--- src/rtl/core/teq_pkg.sv ---
// ---------------------------------------------------------------------------
// teq_pkg
// Shared constants, types and helpers of the timed event queue.
// ---------------------------------------------------------------------------
package teq_pkg;

  localparam int QUEUE_DEPTH = 64;
  localparam int IDX_W       = $clog2(QUEUE_DEPTH);
  localparam int CNT_W       = $clog2(QUEUE_DEPTH + 1);
  localparam int TIME_W      = 32;
  localparam int DELTA_W     = 16;
  localparam int THR_W       = 16;
  localparam int PEND_W      = 7;

  // Operation codes
  localparam logic [1:0] OP_INSERT = 2'd0;
  localparam logic [1:0] OP_TICK   = 2'd1;
  localparam logic [1:0] OP_TOGGLE = 2'd2;

  // Result kinds
  localparam logic [1:0] KIND_NONE    = 2'd0;
  localparam logic [1:0] KIND_RELEASE = 2'd1;
  localparam logic [1:0] KIND_DROP    = 2'd2;

  typedef struct packed {
    logic [1:0]       target;
    logic [1:0]       source;
    logic             source_device;
    logic [1:0]       axis;
    logic             abs_or_delta;
    logic             greater_or_less;
    logic [THR_W-1:0] threshold;
    logic [1:0]       relay_channel;
  } ev_t;

  typedef struct packed {
    logic [TIME_W-1:0] ev_time;
    ev_t               ev;
  } slot_t;

  typedef struct packed {
    logic [1:0]         op;
    slot_t              slot;
    logic [DELTA_W-1:0] tick_delta;
  } item_t;

  typedef struct packed {
    logic [1:0]        kind;
    ev_t               ev;
    logic [TIME_W-1:0] timer_now;
    logic [PEND_W-1:0] pending_count;
  } result_t;

  typedef enum logic [2:0] {
    ST_IDLE,
    ST_DISPATCH,
    ST_INS_CMP,
    ST_INS_PUT,
    ST_INS_FIN,
    ST_TICK_CMP
  } state_t;

  typedef struct packed {
    logic       load_item;
    logic       scan_init;
    logic       scan_step;
    logic       head_rd;
    logic       shift_wr;
    logic       put_wr;
    logic       put_head;
    logic       cnt_inc;
    logic       pop;
    logic       timer_adv;
    logic       run_flip;
    logic       res_load;
    logic [1:0] res_kind;
  } ctrl_cmd_t;

  typedef struct packed {
    logic [1:0] op;
    logic       full;
    logic       empty;
    logic       running;
    logic       greater;
    logic       scan_last;
    logic       due;
    logic       out_busy;
  } dp_stat_t;

  // Map a queue position (0 = head) onto a table address of the ring.
  function automatic logic [IDX_W-1:0] phys_addr(input logic [IDX_W-1:0] head,
                                                 input logic [IDX_W-1:0] offs);
    logic [IDX_W:0] sum;
    sum = {1'b0, head} + {1'b0, offs};
    if (sum >= (IDX_W+1)'(QUEUE_DEPTH)) begin
      sum = sum - (IDX_W+1)'(QUEUE_DEPTH);
    end
    return sum[IDX_W-1:0];
  endfunction

endpackage

--- src/rtl/core/teq_in_if.sv ---
// ---------------------------------------------------------------------------
// teq_in_if
// Request channel of the timed event queue: valid/ready and item fields.
// ---------------------------------------------------------------------------
interface teq_in_if import teq_pkg::*; ();

  logic               valid;
  logic               ready;
  logic [1:0]         op;
  logic [TIME_W-1:0]  event_time;
  logic [1:0]         target;
  logic [1:0]         source_id;
  logic               source_device;
  logic [1:0]         axis;
  logic               abs_or_delta;
  logic               greater_or_less;
  logic [THR_W-1:0]   threshold;
  logic [1:0]         relay_channel;
  logic [DELTA_W-1:0] tick_delta;

  modport source (
    output valid, op, event_time, target, source_id, source_device, axis,
           abs_or_delta, greater_or_less, threshold, relay_channel, tick_delta,
    input  ready
  );

  modport sink (
    input  valid, op, event_time, target, source_id, source_device, axis,
           abs_or_delta, greater_or_less, threshold, relay_channel, tick_delta,
    output ready
  );

endinterface

--- src/rtl/core/teq_out_if.sv ---
// ---------------------------------------------------------------------------
// teq_out_if
// Result channel of the timed event queue: valid/ready and result fields.
// ---------------------------------------------------------------------------
interface teq_out_if import teq_pkg::*; ();

  logic              valid;
  logic              ready;
  logic [1:0]        kind;
  logic [1:0]        out_target;
  logic [1:0]        out_source;
  logic              out_source_device;
  logic [1:0]        out_axis;
  logic              out_abs_or_delta;
  logic              out_greater_or_less;
  logic [THR_W-1:0]  out_threshold;
  logic [1:0]        out_relay_channel;
  logic [TIME_W-1:0] timer_now;
  logic [PEND_W-1:0] pending_count;

  modport source (
    output valid, kind, out_target, out_source, out_source_device, out_axis,
           out_abs_or_delta, out_greater_or_less, out_threshold,
           out_relay_channel, timer_now, pending_count,
    input  ready
  );

  modport sink (
    input  valid, kind, out_target, out_source, out_source_device, out_axis,
           out_abs_or_delta, out_greater_or_less, out_threshold,
           out_relay_channel, timer_now, pending_count,
    output ready
  );

endinterface

--- src/rtl/core/teq_ctrl.sv ---
// ---------------------------------------------------------------------------
// teq_ctrl
// Sequencer of the timed event queue: dispatches each request and steps the
// sorted-insert scan and the head release.
// ---------------------------------------------------------------------------
module teq_ctrl import teq_pkg::*; (
  input  logic      clk,
  input  logic      rst_n,
  input  logic      in_valid,
  output logic      in_ready,
  input  dp_stat_t  stat,
  output ctrl_cmd_t cmd
);

  state_t state_r;
  state_t state_nxt;

  always_ff @(posedge clk) begin
    if (!rst_n) begin
      state_r <= ST_IDLE;
    end else begin
      state_r <= state_nxt;
    end
  end

  always_comb begin
    state_nxt = state_r;
    case (state_r)
      ST_IDLE: begin
        if (in_valid) state_nxt = ST_DISPATCH;
      end
      ST_DISPATCH: begin
        case (stat.op)
          OP_INSERT: begin
            if (stat.full) begin
              if (!stat.out_busy) state_nxt = ST_IDLE;
            end else if (stat.empty) begin
              state_nxt = ST_INS_PUT;
            end else begin
              state_nxt = ST_INS_CMP;
            end
          end
          OP_TICK: begin
            if (stat.running) begin
              state_nxt = ST_TICK_CMP;
            end else if (!stat.out_busy) begin
              state_nxt = ST_IDLE;
            end
          end
          default: begin
            if (!stat.out_busy) state_nxt = ST_IDLE;
          end
        endcase
      end
      ST_INS_CMP: begin
        if (stat.greater) begin
          if (stat.scan_last) state_nxt = ST_INS_PUT;
        end else begin
          state_nxt = ST_INS_FIN;
        end
      end
      ST_INS_PUT: begin
        state_nxt = ST_INS_FIN;
      end
      ST_INS_FIN, ST_TICK_CMP: begin
        if (!stat.out_busy) state_nxt = ST_IDLE;
      end
      default: begin
        state_nxt = ST_IDLE;
      end
    endcase
  end

  always_comb begin
    cmd      = '0;
    in_ready = 1'b0;
    case (state_r)
      ST_IDLE: begin
        in_ready      = 1'b1;
        cmd.load_item = in_valid;
      end
      ST_DISPATCH: begin
        case (stat.op)
          OP_INSERT: begin
            if (stat.full) begin
              cmd.res_load = !stat.out_busy;
              cmd.res_kind = KIND_DROP;
            end else if (!stat.empty) begin
              cmd.scan_init = 1'b1;
            end
          end
          OP_TICK: begin
            if (stat.running) begin
              cmd.timer_adv = 1'b1;
              cmd.head_rd   = 1'b1;
            end else begin
              cmd.res_load = !stat.out_busy;
              cmd.res_kind = KIND_NONE;
            end
          end
          OP_TOGGLE: begin
            cmd.run_flip = !stat.out_busy;
            cmd.res_load = !stat.out_busy;
            cmd.res_kind = KIND_NONE;
          end
          default: begin
            cmd.res_load = !stat.out_busy;
            cmd.res_kind = KIND_NONE;
          end
        endcase
      end
      ST_INS_CMP: begin
        // shift the larger entry up one place, or drop the new one in above it
        if (stat.greater) begin
          cmd.shift_wr  = 1'b1;
          cmd.scan_step = !stat.scan_last;
        end else begin
          cmd.put_wr = 1'b1;
        end
      end
      ST_INS_PUT: begin
        cmd.put_wr   = 1'b1;
        cmd.put_head = 1'b1;
      end
      ST_INS_FIN: begin
        cmd.cnt_inc  = !stat.out_busy;
        cmd.res_load = !stat.out_busy;
        cmd.res_kind = KIND_NONE;
      end
      ST_TICK_CMP: begin
        cmd.res_load = !stat.out_busy;
        if (!stat.empty && stat.due) begin
          cmd.pop      = !stat.out_busy;
          cmd.res_kind = KIND_RELEASE;
        end else begin
          cmd.res_kind = KIND_NONE;
        end
      end
      default: begin
        cmd = '0;
      end
    endcase
  end

endmodule

--- src/rtl/core/teq_dp.sv ---
// ---------------------------------------------------------------------------
// teq_dp
// Datapath of the timed event queue: ring table of events, score timer,
// scan pointer and the result register.
// ---------------------------------------------------------------------------
module teq_dp import teq_pkg::*; (
  input  logic      clk,
  input  logic      rst_n,
  input  item_t     in_item,
  input  ctrl_cmd_t cmd,
  input  logic      out_ready,
  output dp_stat_t  stat,
  output logic      out_valid,
  output result_t   out_res
);

  slot_t slot_mem [QUEUE_DEPTH];

  item_t             item_r;
  slot_t             rd_data_r;
  logic [TIME_W-1:0] timer_r,     timer_nxt;
  logic              running_r,   running_nxt;
  logic [CNT_W-1:0]  count_r,     count_nxt;
  logic [IDX_W-1:0]  head_r,      head_nxt;
  logic [IDX_W-1:0]  j_r,         j_nxt;
  logic              out_valid_r, out_valid_nxt;
  result_t           res_r,       res_nxt;

  logic [CNT_W-1:0]  cnt_m1;
  logic [IDX_W-1:0]  rd_offs;
  logic [IDX_W-1:0]  wr_offs;
  logic              rd_en;
  logic              wr_en;
  slot_t             wr_data;
  logic [TIME_W:0]   timer_sum;
  logic [TIME_W-1:0] timer_adv;

  always_comb begin
    cnt_m1 = count_r - CNT_W'(1);
    if (cmd.scan_init) begin
      rd_offs = cnt_m1[IDX_W-1:0];
    end else if (cmd.scan_step) begin
      rd_offs = j_r - IDX_W'(1);
    end else begin
      rd_offs = '0;
    end
    rd_en   = cmd.scan_init | cmd.scan_step | cmd.head_rd;
    wr_en   = cmd.shift_wr | cmd.put_wr;
    wr_offs = cmd.put_head ? '0 : j_r + IDX_W'(1);
    wr_data = cmd.shift_wr ? rd_data_r : item_r.slot;
  end

  // saturate the timer at all ones
  always_comb begin
    timer_sum = {1'b0, timer_r} + (TIME_W+1)'(item_r.tick_delta);
    timer_adv = timer_sum[TIME_W] ? '1 : timer_sum[TIME_W-1:0];
    timer_nxt = cmd.timer_adv ? timer_adv : timer_r;
  end

  always_comb begin
    running_nxt = cmd.run_flip ? ~running_r : running_r;
    if (cmd.cnt_inc) begin
      count_nxt = count_r + CNT_W'(1);
    end else if (cmd.pop) begin
      count_nxt = cnt_m1;
    end else begin
      count_nxt = count_r;
    end
    head_nxt = cmd.pop ? phys_addr(head_r, IDX_W'(1)) : head_r;
    j_nxt    = (cmd.scan_init | cmd.scan_step) ? rd_offs : j_r;
  end

  always_comb begin
    res_nxt.kind          = cmd.res_kind;
    res_nxt.ev            = (cmd.res_kind == KIND_RELEASE) ? rd_data_r.ev : '0;
    res_nxt.timer_now     = timer_nxt;
    res_nxt.pending_count = PEND_W'(count_nxt);
    if (cmd.res_load) begin
      out_valid_nxt = 1'b1;
    end else if (out_ready) begin
      out_valid_nxt = 1'b0;
    end else begin
      out_valid_nxt = out_valid_r;
    end
  end

  always_comb begin
    stat.op        = item_r.op;
    stat.full      = (count_r == CNT_W'(QUEUE_DEPTH));
    stat.empty     = (count_r == '0);
    stat.running   = running_r;
    stat.greater   = (rd_data_r.ev_time > item_r.slot.ev_time);
    stat.scan_last = (j_r == '0);
    stat.due       = (timer_r >= rd_data_r.ev_time);
    stat.out_busy  = out_valid_r && !out_ready;
  end

  always_ff @(posedge clk) begin
    if (wr_en) begin
      slot_mem[phys_addr(head_r, wr_offs)] <= wr_data;
    end
    if (rd_en) begin
      rd_data_r <= slot_mem[phys_addr(head_r, rd_offs)];
    end
  end

  always_ff @(posedge clk) begin
    if (!rst_n) begin
      timer_r     <= '0;
      running_r   <= 1'b0;
      count_r     <= '0;
      head_r      <= '0;
      out_valid_r <= 1'b0;
    end else begin
      timer_r     <= timer_nxt;
      running_r   <= running_nxt;
      count_r     <= count_nxt;
      head_r      <= head_nxt;
      out_valid_r <= out_valid_nxt;
    end
  end

  always_ff @(posedge clk) begin
    if (cmd.load_item) begin
      item_r <= in_item;
    end
    if (cmd.res_load) begin
      res_r <= res_nxt;
    end
    j_r <= j_nxt;
  end

  assign out_valid = out_valid_r;
  assign out_res   = res_r;

endmodule

--- src/rtl/core/timed_event_queue.sv ---
// A toggle, stopped tick, unused op or dropped insert registers its result in
// the dispatch state, a running tick in the tick-compare state after reading
// the head, an insert in the finish state after each stored event with a later
// time is shifted up one table slot; a stalled output adds its stall.
// Throughput: one request at a time; the next is taken the cycle after the
// result is registered, while that result may still wait on the output.
// ---------------------------------------------------------------------------
// timed_event_queue
// Time-ordered queue of sensor-condition events with a running score timer.
// Reset: synchronous; clears timer, run flag, count and control, not table.
// ---------------------------------------------------------------------------
module timed_event_queue import teq_pkg::*; (
  input  logic      clk,
  input  logic      rst_n,
  teq_in_if.sink    in_ch,
  teq_out_if.source out_ch
);

  item_t     in_item;
  ctrl_cmd_t cmd;
  dp_stat_t  stat;
  result_t   res;
  logic      res_valid;
  logic      in_ready;

  always_comb begin
    in_item.op                   = in_ch.op;
    in_item.slot.ev_time         = in_ch.event_time;
    in_item.slot.ev.target       = in_ch.target;
    in_item.slot.ev.source       = in_ch.source_id;
    in_item.slot.ev.source_device = in_ch.source_device;
    in_item.slot.ev.axis         = in_ch.axis;
    in_item.slot.ev.abs_or_delta = in_ch.abs_or_delta;
    in_item.slot.ev.greater_or_less = in_ch.greater_or_less;
    in_item.slot.ev.threshold    = in_ch.threshold;
    in_item.slot.ev.relay_channel = in_ch.relay_channel;
    in_item.tick_delta           = in_ch.tick_delta;
  end

  teq_ctrl u_ctrl (
    .clk      (clk),
    .rst_n    (rst_n),
    .in_valid (in_ch.valid),
    .in_ready (in_ready),
    .stat     (stat),
    .cmd      (cmd)
  );

  teq_dp u_dp (
    .clk       (clk),
    .rst_n     (rst_n),
    .in_item   (in_item),
    .cmd       (cmd),
    .out_ready (out_ch.ready),
    .stat      (stat),
    .out_valid (res_valid),
    .out_res   (res)
  );

  assign in_ch.ready                = in_ready;
  assign out_ch.valid               = res_valid;
  assign out_ch.kind                = res.kind;
  assign out_ch.out_target          = res.ev.target;
  assign out_ch.out_source          = res.ev.source;
  assign out_ch.out_source_device   = res.ev.source_device;
  assign out_ch.out_axis            = res.ev.axis;
  assign out_ch.out_abs_or_delta    = res.ev.abs_or_delta;
  assign out_ch.out_greater_or_less = res.ev.greater_or_less;
  assign out_ch.out_threshold       = res.ev.threshold;
  assign out_ch.out_relay_channel   = res.ev.relay_channel;
  assign out_ch.timer_now           = res.timer_now;
  assign out_ch.pending_count       = res.pending_count;

endmodule

--- src/flat_wrapper.sv ---
// flat-port wrapper written by rule: the top's interface ports become plain ports
module timed_event_queue_flat import teq_pkg::*;
  (clk, rst_n, in_ch_valid, in_ch_op, in_ch_event_time, in_ch_target, in_ch_source_id, in_ch_source_device, in_ch_axis, in_ch_abs_or_delta, in_ch_greater_or_less, in_ch_threshold, in_ch_relay_channel, in_ch_tick_delta, in_ch_ready, out_ch_valid, out_ch_kind, out_ch_out_target, out_ch_out_source, out_ch_out_source_device, out_ch_out_axis, out_ch_out_abs_or_delta, out_ch_out_greater_or_less, out_ch_out_threshold, out_ch_out_relay_channel, out_ch_timer_now, out_ch_pending_count, out_ch_ready);
  teq_in_if in_ch_i ();
  teq_out_if out_ch_i ();
  input  logic clk;
  input  logic rst_n;
  input wire logic [$bits(in_ch_i.valid)-1:0] in_ch_valid;
  input wire logic [$bits(in_ch_i.op)-1:0] in_ch_op;
  input wire logic [$bits(in_ch_i.event_time)-1:0] in_ch_event_time;
  input wire logic [$bits(in_ch_i.target)-1:0] in_ch_target;
  input wire logic [$bits(in_ch_i.source_id)-1:0] in_ch_source_id;
  input wire logic [$bits(in_ch_i.source_device)-1:0] in_ch_source_device;
  input wire logic [$bits(in_ch_i.axis)-1:0] in_ch_axis;
  input wire logic [$bits(in_ch_i.abs_or_delta)-1:0] in_ch_abs_or_delta;
  input wire logic [$bits(in_ch_i.greater_or_less)-1:0] in_ch_greater_or_less;
  input wire logic [$bits(in_ch_i.threshold)-1:0] in_ch_threshold;
  input wire logic [$bits(in_ch_i.relay_channel)-1:0] in_ch_relay_channel;
  input wire logic [$bits(in_ch_i.tick_delta)-1:0] in_ch_tick_delta;
  output wire logic [$bits(in_ch_i.ready)-1:0] in_ch_ready;
  output wire logic [$bits(out_ch_i.valid)-1:0] out_ch_valid;
  output wire logic [$bits(out_ch_i.kind)-1:0] out_ch_kind;
  output wire logic [$bits(out_ch_i.out_target)-1:0] out_ch_out_target;
  output wire logic [$bits(out_ch_i.out_source)-1:0] out_ch_out_source;
  output wire logic [$bits(out_ch_i.out_source_device)-1:0] out_ch_out_source_device;
  output wire logic [$bits(out_ch_i.out_axis)-1:0] out_ch_out_axis;
  output wire logic [$bits(out_ch_i.out_abs_or_delta)-1:0] out_ch_out_abs_or_delta;
  output wire logic [$bits(out_ch_i.out_greater_or_less)-1:0] out_ch_out_greater_or_less;
  output wire logic [$bits(out_ch_i.out_threshold)-1:0] out_ch_out_threshold;
  output wire logic [$bits(out_ch_i.out_relay_channel)-1:0] out_ch_out_relay_channel;
  output wire logic [$bits(out_ch_i.timer_now)-1:0] out_ch_timer_now;
  output wire logic [$bits(out_ch_i.pending_count)-1:0] out_ch_pending_count;
  input wire logic [$bits(out_ch_i.ready)-1:0] out_ch_ready;
  assign in_ch_i.valid = in_ch_valid;
  assign in_ch_i.op = in_ch_op;
  assign in_ch_i.event_time = in_ch_event_time;
  assign in_ch_i.target = in_ch_target;
  assign in_ch_i.source_id = in_ch_source_id;
  assign in_ch_i.source_device = in_ch_source_device;
  assign in_ch_i.axis = in_ch_axis;
  assign in_ch_i.abs_or_delta = in_ch_abs_or_delta;
  assign in_ch_i.greater_or_less = in_ch_greater_or_less;
  assign in_ch_i.threshold = in_ch_threshold;
  assign in_ch_i.relay_channel = in_ch_relay_channel;
  assign in_ch_i.tick_delta = in_ch_tick_delta;
  assign in_ch_ready = in_ch_i.ready;
  assign out_ch_valid = out_ch_i.valid;
  assign out_ch_kind = out_ch_i.kind;
  assign out_ch_out_target = out_ch_i.out_target;
  assign out_ch_out_source = out_ch_i.out_source;
  assign out_ch_out_source_device = out_ch_i.out_source_device;
  assign out_ch_out_axis = out_ch_i.out_axis;
  assign out_ch_out_abs_or_delta = out_ch_i.out_abs_or_delta;
  assign out_ch_out_greater_or_less = out_ch_i.out_greater_or_less;
  assign out_ch_out_threshold = out_ch_i.out_threshold;
  assign out_ch_out_relay_channel = out_ch_i.out_relay_channel;
  assign out_ch_timer_now = out_ch_i.timer_now;
  assign out_ch_pending_count = out_ch_i.pending_count;
  assign out_ch_i.ready = out_ch_ready;
  timed_event_queue u_core (.clk(clk), .rst_n(rst_n), .in_ch(in_ch_i), .out_ch(out_ch_i));
endmodule
--- config.mk ---
export PLATFORM = sky130hd
export DESIGN_NAME = timed_event_queue_flat
export DESIGN_NICKNAME = d
export VERILOG_FILES = /design/src/rtl/core/teq_pkg.sv /design/src/rtl/core/teq_in_if.sv /design/src/rtl/core/teq_out_if.sv /design/src/rtl/core/teq_ctrl.sv /design/src/rtl/core/teq_dp.sv /design/src/rtl/core/timed_event_queue.sv /design/src/flat_wrapper.sv
export SDC_FILE = /design/constraint.sdc
export NUM_CORES = 2
export LEC_CHECK = 0
export BUFFER_PORTS_ARGS = -buffer_cell sky130_fd_sc_hd__buf_2
export CORE_ASPECT_RATIO = 1.1
export CORE_UTILIZATION = 40
export DETAILED_ROUTE_END_ITERATION = 12
export GPL_TIMING_DRIVEN = 0
export SETUP_SLACK_MARGIN = 0.2
export SLEW_MARGIN = 5
export SYNTH_ARGS = -nofsm -noshare
export SYNTH_HDL_FRONTEND = slang
export SYNTH_SLANG_ARGS = --single-unit
--- constraint.sdc ---
create_clock -name clk -period 10.7 [get_ports clk]
set_clock_uncertainty 0.1 [all_clocks]
set_input_delay 2.14 -clock clk [delete_from_list [all_inputs] [get_ports clk]]
set_output_delay 2.14 -clock clk [all_outputs]
set_load 0.02 [all_outputs]
### Yosys cells after proc, flatten, opt, wreduce, memory -nomap -nowiden

Memory sizes are Yosys's and may differ from the RTL's. A register that Yosys moved wholly into a read port is not among the register bits.
Cells that the tools add are included.

* flip-flop bits (word level): 201
* bits in writable memories: 3776
* input bits: 81
* output and inout bits: 70
* word-level logic and storage cells: 126
* memories kept: 1

Memories
* u_core.u_dp.slot_mem: depth 64, width 59, read ports 1, clocked after Yosys merged registers in 1, wr ports 1, line teq_dp.sv:17 `slot_t slot_mem [QUEUE_DEPTH];`

* add/subtract/negate cells: 11
* magnitude comparators: 5
* equality and inequality tests: 11
* mux-type cells: 52
* bitwise gates (word level): 4
* reduce and logical (&&, ||, !) cells: 13

Operators with widths (count)
* 32-bit 2-to-1 mux: 2
* 59-bit 2-to-1 mux: 1
* 6-bit 2-to-1 mux: 8
* 32-bit by 16-bit adder with 33-bit output: 1
* 32-bit greater-or-equal comparator: 1
* 32-bit > comparator: 1
* 1-bit 2-to-1 mux: 25
* 3-bit 2-to-1 mux: 8
* 6-bit by 1-bit subtractor with 6-bit output (second input constant): 4
* 7-bit greater-or-equal comparator (second input constant): 3
* 3-bit one-hot mux with 5 select lines: 1
* 6-bit by 6-bit adder with 7-bit output: 2
* 7-bit 2-to-1 mux: 2
* 3-bit one-hot mux with 2 select lines: 2
* 3-bit one-hot mux with 3 select lines: 1
* 6-bit by 1-bit adder with 7-bit output (second input constant): 1
* 7-bit by 1-bit adder with 7-bit output (second input constant): 1
* 7-bit == test (second input constant): 1
* 7-bit zero test: 1
* 7-bit by 1-bit subtractor with 7-bit output (second input constant): 1
* 6-bit by 1-bit adder with 6-bit output (second input constant): 1
* 3-bit by 2-bit == test with 1-bit output (second input constant): 2
* 3-bit == test (second input constant): 2
* 6-bit zero test: 1
* other kinds (16): 23

### Longest topological paths before layout

* depth in word-level cells: 10
* gate-level depth with buffers: 27
* depth with buffers taken out: 20

### Hierarchy

A second synthesis with hierarchy kept.

* cell total of the unflattened synthesis: 6424
* area, all modules: 155569.2 um^2

Modules (own cells, without submodules)
* teq_dp: times used 1, cells each 6375, area each 155188.8 um^2, seq. area each 120635.7 um^2
* teq_ctrl: times used 1, cells each 49, area each 380.4 um^2, seq. area each 60.1 um^2

### Worst setup path after synthesis

No wires, ideal clock.

* path type: input to register
* from: input port out_ch_ready
* to: register u_core.u_dp.res_r (netlist bit u_core.u_dp.out_res[0]) (enable)
* setup time: 0.494 ns
* arrival time: 5.276 ns
* data required time: 10.106 ns
* setup slack: 4.830 ns
* cell stages on the path: 3
* buffers on the path: 1
* path through: nor2b_1 clkbuf_1 nor2_1

RTL lines
* start, declared: line flat_wrapper.sv:33 `input wire logic [$bits(out_ch_i.ready)-1:0] out_ch_ready;`
* end signal, assigned: line teq_dp.sv:128 `res_r <= res_nxt;`
* end, declared: line teq_dp.sv:27 `result_t res_r, res_nxt;`

### Final worst setup path

* from: register u_core.u_dp.item_r[71] (netlist name)
* to: register, netlist name u_core.u_dp.rd_data_r[57]

* word-level cells in the longest chain between the ends: 9
* elaborated cells between the ends (all ways): 12
* classes of those cells: add/sub: 2; order compare: 2; mux: 6; bitwise: 2

RTL lines
* start, declared: line teq_dp.sv:19 `item_t item_r;`
* start signal, assigned: line teq_dp.sv:125 `item_r <= in_item;`
* 32-bit > comparator (*): line teq_dp.sv:92 `stat.greater = (rd_data_r.ev_time > item_r.slot.ev_time);`
* 1-bit 2-to-1 mux (*): line teq_ctrl.sv:114 `if (stat.greater) begin`
* 1-bit 2-to-1 mux (*): line teq_ctrl.sv:77 `case (state_r)`
* 6-bit 2-to-1 mux (*): line teq_dp.sv:42 `end else if (cmd.scan_step) begin`
* 6-bit 2-to-1 mux (*): line teq_dp.sv:40 `if (cmd.scan_init) begin`
* named net u_core.u_dp.rd_offs[2]: line teq_dp.sv:30 `logic [IDX_W-1:0] rd_offs;`
* 6-bit by 6-bit adder with 7-bit output (*): line teq_pkg.sv:94 `sum = {1'b0, head} + {1'b0, offs};`
* 6-bit by 1-bit subtractor with 6-bit output / 7-bit greater-or-equal comparator (equally long branches): line teq_pkg.sv:96, teq_pkg.sv:95
* 6-bit 2-to-1 mux (*): line teq_pkg.sv:95 `if (sum >= (IDX_W+1)'(QUEUE_DEPTH)) begin`
* 6-bit 2-to-1 mux (*): line teq_dp.sv:102 `if (rd_en) begin`

The timed path passes the listed nets; every way through them passes the cells marked *. The select of a mux whose other input is x is not followed.
A chain may end at the register's enable or synchronous reset.

==> flow_summary.json <==
{
  "ys_seq_area_frac": 0.750,
  "cp_slowest_cell": "clkbuf_1",
  "synthFlopType": "edfxtp_1",
  "whs_ns": 0.448,
  "worst_pin_slew_ns": 1.47,
  "outcome": "finished, final reports clean",
  "cp.required_ns": 11.18,
  "fill_cells": 32800,
  "wirelength_um": 464000,
  "grt.total_usage": 0.226,
  "row_count": 243,
  "clockBufferDepth": 4,
  "hpwlAfterDp_um": 322000,
  "dr_total_vias": 85000,
  "rsz0062_at_grt": "false",
  "hold_buffers": 0,
  "gp_congestion": 0.934,
  "grt_pass1_wl_um": 647000,
  "core-area_mm2": 0.399,
  "drive_gt1_frac": 0.266,
  "period_minus_slack_ns": 10.15,
  "final-hold-violation-count": 0,
  "critPathCaptureType": "flip-flop",
  "cts_tree": "done",
  "peakVddDrop_uv": 140,
  "start_util": 0.403,
  "startpoint_type": "flip-flop",
  "cts_setup_buffers": 0,
  "place_area_mm2": 0.174,
  "critPathMaxStageDelay_ns": 0.92,
  "power_density_mw_per_mm2": 174,
  "finish.instance_area_mm2": 0.187,
  "fmax_mhz": 98.5,
  "yosys_warnings": 0,
  "cts_buffers": 396,
  "syn_nets": 8205,
  "drc": 0,
  "first_pass_iters": 6,
  "regArea_mm2": 0.121,
  "antenna_found_initial": 31,
  "dieHeight_um": 667,
  "yosysTopAreaCell": "edfxtp_1",
  "via_per_inst": 5.89,
  "yosys-top-cells-count": "3986 x edfxtp_1, 1063 x mux4_2, 955 x nand2_1",
  "async_flop_share": 0,
  "synth_cell_type_count": 93,
  "nets": 8984,
  "clk_pin_slew_ns": 0.06,
  "cts_max_level": 5,
  "grt-ovfl-total": 0,
  "wire_per_inst_um": 32.2,
  "setup_viol": 0,
  "synth_edf_count": 3986,
  "path_buf_inv": 9,
  "ys_seq_elements": 4036,
  "cpLargestDelayFamily": "buffers and inverters",
  "clock_sinks": 4036,
  "grt_max_degree": 65,
  "synth_area_per_cell_um2": 20.0,
  "antenna_left": 0,
  "crit_path_max_fanout": 10,
  "die-area_mm2": 0.405,
  "die_width_um": 607,
  "drt_iter0_drc": 11100,
  "synthCells": 8025,
  "syn_area_mm2": 0.161,
  "synth_most_common_cell": "edfxtp_1",
  "fin_crit_sh": 0.949,
  "drv_cap": 0,
  "grt_pass1_vias": 85400,
  "cp_common_cell": "buf_2",
  "yosysTopAreaCellShare": 0.744,
  "io_buffer_count": 150,
  "root_buffer": "clkbuf_16",
  "slew_violations": 0,
  "multi_input_area_mm2": 0.0387,
  "ys_top_cells_by_area": "edfxtp_1 74%, mux4_2 15%, nand2_1 2.2%, nand3_1 1.1%, ha_1 0.75%",
  "crit_type": "flip-flop to flip-flop",
  "cp.arrival_ns": 10.63,
  "hold_class": "flip-flop to flip-flop",
  "syn_to_final_growth_pct": 16.2,
  "io_pins": 151,
  "relSlewSlack": 0.0183,
  "clk_latency_ns": 0.93,
  "p_leak_nw": 59.1
}
## flip-flops by register name, indices dropped and copies added, names as in the netlist
| name | flops |
|---|---|
| u_core.u_ctrl.state_r | 3 |
| u_core.u_dp.count_r | 7 |
| u_core.u_dp.head_r | 6 |
| u_core.u_dp.item_r | 75 |
| u_core.u_dp.j_r | 6 |
| u_core.u_dp.out_res | 68 |
| u_core.u_dp.out_valid | 1 |
| u_core.u_dp.rd_data_r | 59 |
| u_core.u_dp.running_r | 1 |
| u_core.u_dp.slot_mem | 3776 |
| u_core.u_dp.stat | 2 |
| u_core.u_dp.timer_r | 32 |
## final timing paths
path,start,endpoint,slack [ns],cells past startpoint
max,u_core.u_dp.item_r[71],u_core.u_dp.rd_data_r[57],0.55,25
min,u_core.u_dp.rd_data_r[2],u_core.u_dp.out_res[41],0.45,1
max reg2reg,u_core.u_dp.item_r[71],u_core.u_dp.rd_data_r[57],0.55,25
min reg2reg,u_core.u_dp.rd_data_r[2],u_core.u_dp.out_res[41],0.45,1
## routing by layer
layer  wire (µm)  global-route usage
met4       15200              0.0707
met5          40                   0
met1      180000               0.304
met3       38200              0.0344
met2      230000               0.380
## repair_timing
item                                   4_1_cts  5_1_grt
resized for setup                            0        1
endpoints found under the hold margin        0        0
setup endpoints to repair                    0        1
## area by class of cell
class                      count  share of cell area
sequential                  4036               0.646
multi-input combinational   3463               0.207
clock buffer                 483              0.0563
tap                         5267              0.0353
timing repair buffer         381              0.0304
clock inverter               240              0.0123
buffer                       440              0.0111
inverter                      86             0.00173
antenna                       15            0.000201
## cells in the final DEF, fill, tap and decap left out, types with 13 or more instances in the layout
master      count
dfxtp_1        50
o21ai_4        32
nand4_1        19
o22ai_1        60
a21oi_1       107
nor2_1         69
o22a_1         15
mux2i_1        69
a21o_1         72
nor2b_1        13
xor2_1         14
o21ai_0        20
inv_1          85
nand3_1       368
mux2_2         77
buf_12        188
and2_1         57
xnor2_1        28
nor2_4         66
clkbuf_1      263
clkinv_2       78
buf_2         288
clkbuf_2       17
edfxtp_1     3986
buf_1          49
clkbuf_16     406
nor3_1         26
and3_1         14
ha_1           96
nand2_1       955
o2111a_1       55
clkinv_1       84
diode_2        15
buf_16         41
mux2_4         14
bufinv_16      41
mux4_2       1063
buf_4          28
clkinvlp_4     13
## where the power goes
part / internal [mW] / total, mW / switching (mW)
Combinational: 0.281 / 1.04 / 0.760
Sequential: 17.5 / 17.6 / 0.0286
Clock: 7.98 / 14.0 / 5.97
Total: 25.8 / 32.5 / 6.76
## logic make-up (layout without fill, tap and decap cells)
group / Yosys count / in the layout / share of synthesized area
AOI/OAI and AO/OA: 455 / 455 / 0.0206
xor gates and xnor gates: 44 / 44 / 0.00244
adders and majority gates: 99 / 99 / 0.00784
buffers and inverters: 526 / 1630 / 0.0148
DFF: 4036 / 4036 / 0.750
muxes: 1226 / 1226 / 0.160
other: 0 / 15 / 0
and+or+nand+nor: 1639 / 1639 / 0.0442
## metrics by stage
stage,setup TNS [ns],utilization,power (mW),setup slack [ns],std cells
final,0,0.468,32.5,0.547,14400
after global routing,0,0.468,33.4,0.433,14400
after CTS,0,0.468,32.7,0.253,14400
after detailed placement,0,0.436,18.9,0.367,13700
after global placement,-299.28,0.421,18.9,-1.33,13400
after floorplan,0,-,18.4,4.83,8025
## worst reg2reg max path, cell delays in order, from the launching register on
cell and delay (ns):
edfxtp_1 0.55, inv_1 0.21, ha_1 0.33, nand4_1 0.19, nor4_2 0.80, o311a_1 0.38, or3_1 0.12, buf_2 0.26
and2_1 0.17, clkbuf_1 0.86, buf_2 0.53, nand2_1 0.34, o22ai_1 0.35, ha_1 0.30, buf_2 0.19, xnor2_4 0.48
buf_16 0.24, clkbuf_2 0.23, buf_12 0.20, clkbuf_1 0.95, nand2_1 0.17, a31oi_1 0.61, o32ai_1 0.24, a31oi_1 0.20
o221ai_1 0.14, a211oi_1 0.68
(Power assumes the default switching activity.)
